`config.mk`:
```
export PLATFORM = sky130hd
export DESIGN_NAME = s64alu_front
export DESIGN_NICKNAME = d
export VERILOG_FILES = /design/src/rtl/core/s64alu_pkg.sv /design/src/rtl/core/s64alu_front.sv
export SDC_FILE = /design/constraint.sdc
export NUM_CORES = 1
export LEC_CHECK = 0
export BUFFER_PORTS_ARGS = -buffer_cell sky130_fd_sc_hd__buf_2
export CORE_AREA = 2 2 104 106
export DETAILED_ROUTE_END_ITERATION = 12
export DIE_AREA = 0 0 106 108
export SYNTH_ARGS = -nofsm -noshare
export SYNTH_HDL_FRONTEND = slang
export SYNTH_SLANG_ARGS = --single-unit
```
`constraint.sdc`:
```
create_clock -name vclk -period 1.7
set_input_delay 0.34 -clock vclk [all_inputs]
set_output_delay 0.34 -clock vclk [all_outputs]
set_load 0.01 [all_outputs]
```
`src/rtl/core/s64alu_pkg.sv`:
```
// Shared types and constants for the signed integer ALU.
// Used by the top level, front end and back end under rtl/core; depends on nothing.
package s64alu_pkg;

  localparam int FUNC_BITS = 5;
  localparam int FIELD_BITS = 64;

  // Operation codes as carried on the request, plus an internal no-op
  typedef enum logic [FUNC_BITS-1:0] {
    OP_ADD  = 5'd0,
    OP_SUB  = 5'd1,
    OP_MUL  = 5'd2,
    OP_DIV  = 5'd3,
    OP_MOD  = 5'd4,
    OP_SHL  = 5'd5,
    OP_SHR  = 5'd6,
    OP_INC  = 5'd7,
    OP_DEC  = 5'd8,
    OP_NEG  = 5'd9,
    OP_AND  = 5'd10,
    OP_OR   = 5'd11,
    OP_NOT  = 5'd12,
    OP_LAND = 5'd13,
    OP_LOR  = 5'd14,
    OP_LNOT = 5'd15,
    OP_GT   = 5'd16,
    OP_LT   = 5'd17,
    OP_EQ   = 5'd18,
    OP_NE   = 5'd19,
    OP_GE   = 5'd20,
    OP_LE   = 5'd21,
    OP_NOP  = 5'd22
  } op_t;

  typedef struct packed {
    logic [FUNC_BITS-1:0]         func;
    logic signed [FIELD_BITS-1:0] operand_a;
    logic signed [FIELD_BITS-1:0] operand_b;
  } req_t;

  typedef struct packed {
    logic signed [FIELD_BITS-1:0] value;
    logic                         status;
  } rsp_t;

endpackage

```
`src/rtl/core/s64alu_front.sv`:
```
// Front end: decodes a request into an operation and a divide-by-zero flag.
// Depends on s64alu_pkg; feeds s64alu_queue.
module s64alu_front #(
  parameter int W = 64
) (
  input  logic              start,
  input  logic              full,
  input  s64alu_pkg::req_t  req,
  output logic              push,
  output logic [s64alu_pkg::FUNC_BITS+2*W:0] entry
);
  import s64alu_pkg::*;

  op_t          op;
  logic [W-1:0] a;
  logic [W-1:0] b;
  logic         dz;

  // Take the transaction when there is room
  assign push = start && !full;

  // Decode the code; unused codes become a no-op
  always_comb begin
    if (req.func <= FUNC_BITS'(OP_LE)) begin
      op = op_t'(req.func);
    end else begin
      op = OP_NOP;
    end
  end

  assign a  = req.operand_a[W-1:0];
  assign b  = req.operand_b[W-1:0];
  assign dz = (op == OP_DIV || op == OP_MOD) && (b == '0);

  assign entry = {op, dz, a, b};

endmodule

```
# Word level (Yosys, flattened, before mapping)
# Cells that the tools add are included.
[totals]
out_inout_bits = 135
regBits = 0
inputBits = 135
word_cells = 9
[op_classes]
n_reduce_logical = 5
n_mux = 1
n_eq_ne = 2
n_lt_le_gt_ge = 1
[ops]
columns = ["operator", "n"]
rows = [
  ["$logic_not 64->1", 1],
  ["$eq 5x2->1 const B", 1],
  ["$eq 5x3->1 const B", 1],
  ["$le 5x5->1 const B", 1],
  ["$mux 5", 1],
  ["$logic_and 1x1->1", 2],
  ["$logic_not 1->1", 1],
  ["$logic_or 1x1->1", 1],
]

# Longest topological paths before layout
[logic_depth]
ltp_word = 5
mapped_depth = 5
mapped_depth_nobuf = 4

# Worst setup path before layout
# No wires, ideal clock.
[synth_timing]
path_kind = "in2out"
from = "in req[25] in the netlist's numbering"
to = "out entry[128] in the netlist's numbering"
slack_ns = 0.084
required_ns = 1.360
path_stages = 5
arrival_time_ns = 1.276
n_path_buf = 1
cell_sequence = "nor4_1 -> and4_1 -> o2111ai_1 -> nor4_1 -> buf_4"
[synth_via]
elab_chain_cells = 2
[synth_lines]
columns = ["element", "line_no", "rtl"]
rows = [
  ["start: declaration", "s64alu_front.sv:8", "input s64alu_pkg::req_t req,"],
  ["$logic_not 64->1", "s64alu_front.sv:33", "assign dz = (op == OP_DIV || op == OP_MOD) && (b == '0);"],
  ["$logic_and 1x1->1", "s64alu_front.sv:33", ""],
  ["end: declaration", "s64alu_front.sv:10", "output logic [s64alu_pkg::FUNC_BITS+2*W:0] entry"],
]
# No other way between the ends.

# Worst setup path after layout
[layout_timing]
from = "in req[5] in the netlist's numbering"
to = "out entry[128] in the netlist's numbering"
# The elaborated chain is that of the path after synthesis.

==> reports/summary.txt <==
Critical path startpoint - req[5]
Via density - 3.25
Mapped Cells - 163
Rel. slew slack - 66.5%
Dpl hpwl - 3530 um
Worst vdd ir - 0.0000635 V
Total Wirelength - 3720 um
Syn Nets - 298
Largest net degree at the start of global routing - 7
Die Ht - 108 um
Number of diodes - 0
Initial Utilization - 11.7%
Highest fanout seen on the critical path - 2
FMAX - 0.552 GHz
Share of the yosys chip area belonging to registers - 0%
Critical path required time - 1.36 ns
Total negative slack - -0.113 ns
DRC - 0
Critical path startpoint category - input port
Detailed-route via count - 1048
Static Leak - 0.000675 uW
Synth top cells by count - buf_4, nor4_1, a21o_1, nand4_1
DR WL/cell - 11.6 um
Yosys warning count - 0
Crit-path cells - buf_6, nor4_4, and4_4, o2111ai_4, nor4_2, buf_2
Max-Cap Viols - 0
Max stage delay on crit path - 0.29 ns
Port buffer count - 142
Worst Path Class, Setup - in -> out
Most instantiated library cell after synthesis - buf_4
DP Cell Count - 322
Layout Area Growth over Synthesis - 6.07%
Worst hold path type - in -> out
Dominant cells by area after synthesis - buf_4, nor4_1, a21o_1
RSZ-0062 raised after global routing - yes
FFs & Latches - 0
CP Capture Type - output port
Die X - 106 um
Post-synth cell types - 14
Antenna-violating nets left - 0
Setup Fix Bufs, Post-CTS - 0
Final cell count without fillers - 322
Final-layout clock buffer total - 0
Initial antenna violation count - 0
Nets - 323
Post-synth top area share - 81.0%
Core box area - 10200 sq um
Iteration-0 DRC Markers - 30
IO Pins - 270
Hold-fix buffers, CTS - 0
Residual overflow from global routing - 0
Max-slew violations - 0
Status - finished with violations
Storage cell area - 0 sq um
Fill cell count - 1221
Post-route cell area - 1270 sq um
Rows - 37
Arrival @ worst endpoint - 1.47 ns
PD cells - 232 nW/um^2
Gpl congestion - 0.698
Share of cells above drive strength 1 - 86.0%
Slowest library cell on the worst path - nor4_4
Avg Synthesized Cell Area - 7.34 sq um
Failing checks - setup timing
Die area - 11400 sq um
Syn Std Cell Area - 1200 sq um
Worst Tran Pin Value - 0.502 ns
Synth area leader - buf_4
Vias in the first global route - 885
Multi-input gate area - 287 sq um
Final Hold Viols - 0
Global-route total usage across every layer - 5.24%
First-pass GRT wire length - 4510 um
Area after DPL - 1190 sq um
Pre-antenna DRT Iters - 2
Min-delay src - req[102]
Setup WS post-layout - -0.113 ns
Tmin final - 1.81 ns
Period utilization - 107%
Final setup fails - 1
Worst Setup EP - entry[128]
==> layer usage <==
layer	global-route usage, %	routed length (um)	vias up
met3	1.39	555	16
met2	12.2	2020	120
li1	-	-	459
met1	3.79	1020	453
met4	1.97	126	0
met5	0	0	-
==> metrics by stage <==
step	hold WS [ns]	setup slack [ns]	total power, uW	util [%]
2_1_floorplan	0.726	0.0844	333	-
3_3_place_gp	0.680	-0.507	282	11.6
3_5_place_dp	0.680	-0.489	283	11.6
4_1_cts	0.680	-0.193	295	12.2
5_1_grt	0.680	-0.238	317	12.4
6_report	0.680	-0.113	294	12.4
==> cell families after synthesis <==
| logic type | Yosys count | share of synthesized area [%] |
|---|---|---|
| AOI/OAI and AO/OA | 5 | 3.24 |
| and+or+nand+nor | 28 | 15.5 |
| buffers and inverters | 130 | 81.3 |
==> critical path: cells and delay by family <==
family,cells,cell delay [ns]
AND/OR/NAND/NOR,3,0.73
buffers and inverters,2,0.26
AO/OA/AOI/OAI,1,0.14
==> worst min path at each step <==
stage,endpoint,slack (ns),cells past startpoint
after detailed placement,entry[101],0.68,0
final,entry[102],0.68,0
after global placement,entry[101],0.68,0
after global routing,entry[123],0.68,0
after CTS,entry[101],0.68,0
after floorplan,entry[132],0.73,1
==> power by group <==
part | switching (uW) | total (uW) | internal, uW
Clock | 0 | 0 | 0
Combinational | 147 | 294 | 147
Sequential | 0 | 0 | 0
Total | 147 | 294 | 147
==> what timing repair did <==
item                       CTS  global route
setup endpoints to repair    1             1
pin swaps                    3             1
gates resized for setup     11             4
==> area by class of cell <==
class              instances  area share (%)
repair buffers           153            64.0
multi-input cells         33            22.6
well taps                136            13.4
==> layout by cell type (no fill, tap or decap), types with 2 or more instances in the layout <==
| cell | instances |
|---|---|
| nand4_1 | 3 |
| nor2b_1 | 2 |
| nor4_4 | 3 |
| nor4_2 | 2 |
| buf_6 | 3 |
| buf_2 | 139 |
| nor4_1 | 12 |
| buf_4 | 11 |
| a21o_1 | 3 |
| nor2_1 | 2 |
Note: power is estimated with default switching activity, not from simulation.
