## src/rtl/core/s64alu_queue.sv

```systemverilog
// Two-entry queue between the front end and the execution back end.
// Generic data width; no package dependency.
module s64alu_queue #(
  parameter int EW = 134
) (
  input  logic          clk,
  input  logic          rst,
  input  logic          push,
  input  logic [EW-1:0] wdata,
  input  logic          pop,
  output logic          valid,
  output logic          full,
  output logic [EW-1:0] rdata
);
  logic [EW-1:0] mem [2];
  logic          wptr;
  logic          rptr;
  logic [1:0]    count;

  assign valid = (count != 2'd0);
  assign full  = (count == 2'd2);
  assign rdata = mem[rptr];

  // Store entries
  always_ff @(posedge clk) begin
    if (push) begin
      mem[wptr] <= wdata;
    end
  end

  // Advance pointers and occupancy
  always_ff @(posedge clk) begin
    if (rst) begin
      wptr  <= 1'b0;
      rptr  <= 1'b0;
      count <= 2'd0;
    end else begin
      if (push) begin
        wptr <= ~wptr;
      end
      if (pop) begin
        rptr <= ~rptr;
      end
      if (push && !pop) begin
        count <= count + 2'd1;
      end else if (pop && !push) begin
        count <= count - 2'd1;
      end
    end
  end

endmodule

```

## config.mk

```make
export PLATFORM = sky130hd
export DESIGN_NAME = s64alu_queue
export DESIGN_NICKNAME = d
export VERILOG_FILES = /design/src/rtl/core/s64alu_queue.sv
export SDC_FILE = /design/constraint.sdc
export NUM_CORES = 1
export LEC_CHECK = 0
export ABC_AREA = 1
export BUFFER_PORTS_ARGS = -buffer_cell sky130_fd_sc_hd__buf_2
export CORE_MARGIN = 2
export CORE_UTILIZATION = 40
export DETAILED_ROUTE_END_ITERATION = 7
export SLEW_MARGIN = 5
export SYNTH_ARGS = -nofsm -noshare
export SYNTH_HDL_FRONTEND = slang
export SYNTH_SLANG_ARGS = --single-unit
```

## constraint.sdc

```tcl
create_clock -name clk -period 9.4 [get_ports clk]
set_clock_uncertainty 0.2 [all_clocks]
set_input_delay 1.41 -clock clk [delete_from_list [all_inputs] [get_ports clk]]
set_output_delay 1.41 -clock clk [all_outputs]
set_load 0.01 [all_outputs]
```

# Word-level counts from Yosys, hierarchy flattened
# Memories as Yosys holds them, arrays and structs flattened. A register that Yosys moved wholly into a read port is not among the register bits.
# Index checks and enable logic that the tools add are counted.
dict set report word_totals {
  register_bits 4
  latch_bits 0
  ramBits 268
  mem_bits_ro 0
  input_bits 138
  out_inout_bits 136
  word_cells 21
  memories 1
}
# name depth width read_ports rd_clocked_by_memory_dff wr line
set mem_list {}
lappend mem_list {mem 2 134 1 1 1 15} ;# logic [EW-1:0] mem [2];
dict set report classes {
  n_addsub 2
  mul 0
  div 0
  n_lt_le_gt_ge 0
  n_eq_ne 1
  n_shift 0
  mux 6
  bitwise_logic 2
  n_reduce_logical 6
}
# operator count
set ops {}
lappend ops {{1-bit two-way mux} 4}
lappend ops {{2-bit two-way mux} 2}
lappend ops {{2-bit nonzero test} 2}
lappend ops {{2-bit by 1-bit adder with 2-bit output (second input constant)} 1}
lappend ops {{2-bit == test (second input constant)} 1}
lappend ops {{1-bit logical AND} 2}
lappend ops {{1-bit zero test} 2}
lappend ops {{1-bit NOT} 2}
lappend ops {{2-bit by 1-bit subtractor with 2-bit output (second input constant)} 1}

# Depth between registers and ports, before layout
dict set report depth {
  ltp_word 4
  depth_mapped 8
  mapped_depth_nobuf 8
}

# Least setup slack after synthesis
# OpenSTA, ideal clock, no wires.
dict set report synth_timing {
  kind {input to register}
  startpoint {in push}
  endpoint {mem mem[0][0], enable pin}
  setup_ps 633
  arrival_ps 7054
  required_time_ps 8567
  path_slack_ps 1513
  path_stages 2
  n_path_buf 0
  cell_sequence {inv_1 nor2_1}
}
dict set report synth_between {
  elab_chain_cells 2
}
# element line
set synth_lines {}
lappend synth_lines {{start: declaration} 8} ;# input logic push,
lappend synth_lines {{1-bit two-way mux} 26} ;# if (push) begin
lappend synth_lines {{1-bit two-way mux (not written as such)} 27} ;# mem[wptr] <= wdata;
lappend synth_lines {{end: declaration} 15}
# Every way passes these cells.

==> results.md <==
* P_sw at 591.5 µW
* Area after DPL at 11840 µm²
* Vias per cell at approximately 4.6
* Max-slew headroom at 26.79%
* # nets final at 882
* Die height at ~160 µm
* Yosys top cell by area: edfxtp_1
* TritonCTS buffer count at 28
* Synthesized Nets at around 600
* Worst hold slack at between 300 and 400 ps
* Synthesis-stage register bit count at 273
* Placed insts at around 1.0k
* Max Root-Sink Buffers at 3
* Setup_tns at 0 ps
* CP Buf/Inv Count at 2
* CTS tree: done
* Final Non-Filler Cells at around 1.1k
* Worst-path cell chain: buf_4 -> mux2_2 -> buf_2
* CP required at ~7800 ps
* MaxCap Viol Count at 0
* HP Class: reg2reg
* CTS H-Tree Depth at 1
* Num rows at slightly below 60
* Arr. time, crit path at 2550 ps
* Placement Setup Slack at between 5000 and 6000 ps
* GRT Residual Overflow at 0
* Final period util at between 40 and 50%
* Setup Viol. Count Final at 0
* Internal at about 2.3 mW
* Vias in the first global route at ~5.2k
* Register area share after synthesis at 80.40%
* Post-route cell area at between 10000 and 15000 µm²
* Design Power at around 2.9 mW
* Post-CTS sizing at 0
* Crit path max-delay cell type: buf_4
* Seq pwr share at roughly half
* Starting Density at between 40% and 50%
* Post-synth top area share at around four fifths
* 1st-pass router iterations at 4
* Initial antenna violation count at 6
* Layout cells sized above 1 at between 50% and 60%
* Post-layout util at 51.24%
* Unrepaired setup endpoints after global routing: false
* Clk pwr share at 40.1%
* GR Util met1 at between 10% and 20%
* CTS Sinks at roughly 270
* Hold Fails Final Rpt at 0
* Detail Placement HPWL at ~13000 µm
* Worst setup margin at ~5200 ps
* Power share of the combinational group at under 10%
* Post-CTS setup buffer count at 0
* Die area at approximately 27000 µm²
* WL final at around 19000 µm
* CP peak stage delay at about 730 ps
* Drt drc at 0
* Fmax at about 240 MHz
* Initial DRC Count at approximately 280
* First-pass GRT wire length at between 20000 and 30000 µm
* CTS Root Cell: clkbuf_16
* Min Tclk post-route at a little over 4000 ps
* Status: completed
* Startpoint types: register
* Busiest layer in global routing: met2
* Gr usage total at about 14%
* Worst-Skew Late Latency at 520 ps
* Switching Fraction at about a fifth
* Synth warnings at 0
* Wire per inst at between 15 and 20 µm
* Largest net degree at the start of global routing at a little over 80
* Mapped Cells at 450
* Die Wd at 163.2 µm
* GP Congestion at 0.7438
* Syn-to-layout area delta at 26.61%
* I/O Pins at between 200 and 300
* Mapped cell area at roughly 10000 µm²
* Met3 Use GR at 4.926%
* VDD IR max at around 160 µV
* GR met2 Demand/Resource at between 20% and 30%
* Port bufs at 273
* Worst Setup End Kind: output pin
* CP delay by family, top: buffers and inverters
* Tightest Pin Transition at approximately 1100 ps
* Mean Syn Cell Area at 22.52 µm²
* Core area at approximately 25000 µm²
* Clk pin slew, worst setup/hold paths at 60 ps
* Vias at 5065
* Pwr dens at around 220 nW/µm²
* Top cells by area, synth: edfxtp_1 (79%), mux2_4 (8.9%), mux2_2 (8.2%)
* Crit path kind: reg2out
* Final Max Slew Viols at 0
* Cts hold-fix bufs at 0
* Leakage at 4.942 nW
* Crit-path max FO at 54
* Post-synth cell types at 16
* Detail Route Antenna Nets at 0
layout make-up:
cell class | count | area (µm²)
Inverter | 9 | 38.79
Clock inverter | 19 | 244.0
Antenna cell | 3 | 7.507
Tap cell | 330 | 412.9
Sequential cell | 273 | 8152
Fill cell | 2064 | 12210
Timing Repair Buffer | 278 | 1404
Clock buffer | 32 | 737.0
Multi-Input combinational cell | 153 | 1834
worst reg2reg max path: cells and delay by family, from the launching register on:
kind	cells	cell delay (ps)
flip-flops	1	380
buffers and inverters	2	1350
AND/OR/NAND/NOR	1	130
cell usage after synthesis:
cell and count:
edfxtp_1 268, mux2_2 74, mux2_4 60, inv_1 9, buf_6 8, buf_2 7, nand2_1 6, nor2_1 6
dfxtp_1 5, a21oi_1 1, ha_1 1, nand3_1 1, nand4_1 1, nor3_1 1, o21ai_0 1, xnor2_1 1
cells by family (layout without fill, tap and decap cells):
kind of cell,count (synthesis),after routing,synth area share (%)
buffers and inverters,24,338,1.568
XOR/XNOR,1,1,0.08645
multiplexers,134,134,17.11
AND/OR/NAND/NOR,15,15,0.6049
AO/OA/AOI/OAI,2,2,0.09868
flip-flops,273,273,80.41
adder cells (fa/ha/maj),1,1,0.1235
other,0,3,0
registers in the layout, indices dropped and copies added, names as in the netlist, named ones only:
signal / flops
count: 2
mem: 268
rptr: 1
wptr: 1
power groups by stage:
stage	logic [mW]	clock network [mW]	registers, mW
after floorplan	0.178	0	1.46
final	0.284	1.15	1.43
after global placement	0.283	0	1.46
after CTS	0.290	1.18	1.43
after global routing	0.308	1.22	1.44
after detailed placement	0.289	0	1.46
placed cells by master, fill, tap and decap left out, drive strengths merged, types with 2 or more instances in the layout:
| cell type | n |
|---|---|
| buf | 278 |
| edfxtp | 268 |
| mux2 | 134 |
| clkbuf | 32 |
| clkinv | 11 |
| inv | 9 |
| nand2 | 6 |
| bufinv | 6 |
| nor2 | 6 |
| dfxtp | 5 |
| diode | 3 |
| clkinvlp | 2 |
metal layers:
layer  routed length (µm)  vias up
li1                     -     2364
met1                 7788     2430
met2                 8889      217
met3                 1818       48
met4                  572        6
met5                   34        -
path summary, 6_finish.rpt:
check / from / end / slack (ps) / cells after the start
setup / recovery: register / rdata[131] / 5240 / 3
hold / removal: rptr$_SDFFE_PP0P_ / register / 320 / 2
setup reg to reg: wptr$_SDFFE_PP0P_ / mem[1][30]$_DFFE_PP_ / 6870 / 3
hold reg to reg: rptr$_SDFFE_PP0P_ / register / 320 / 2
No activity file was read; power rests on OpenSTA's default activity.
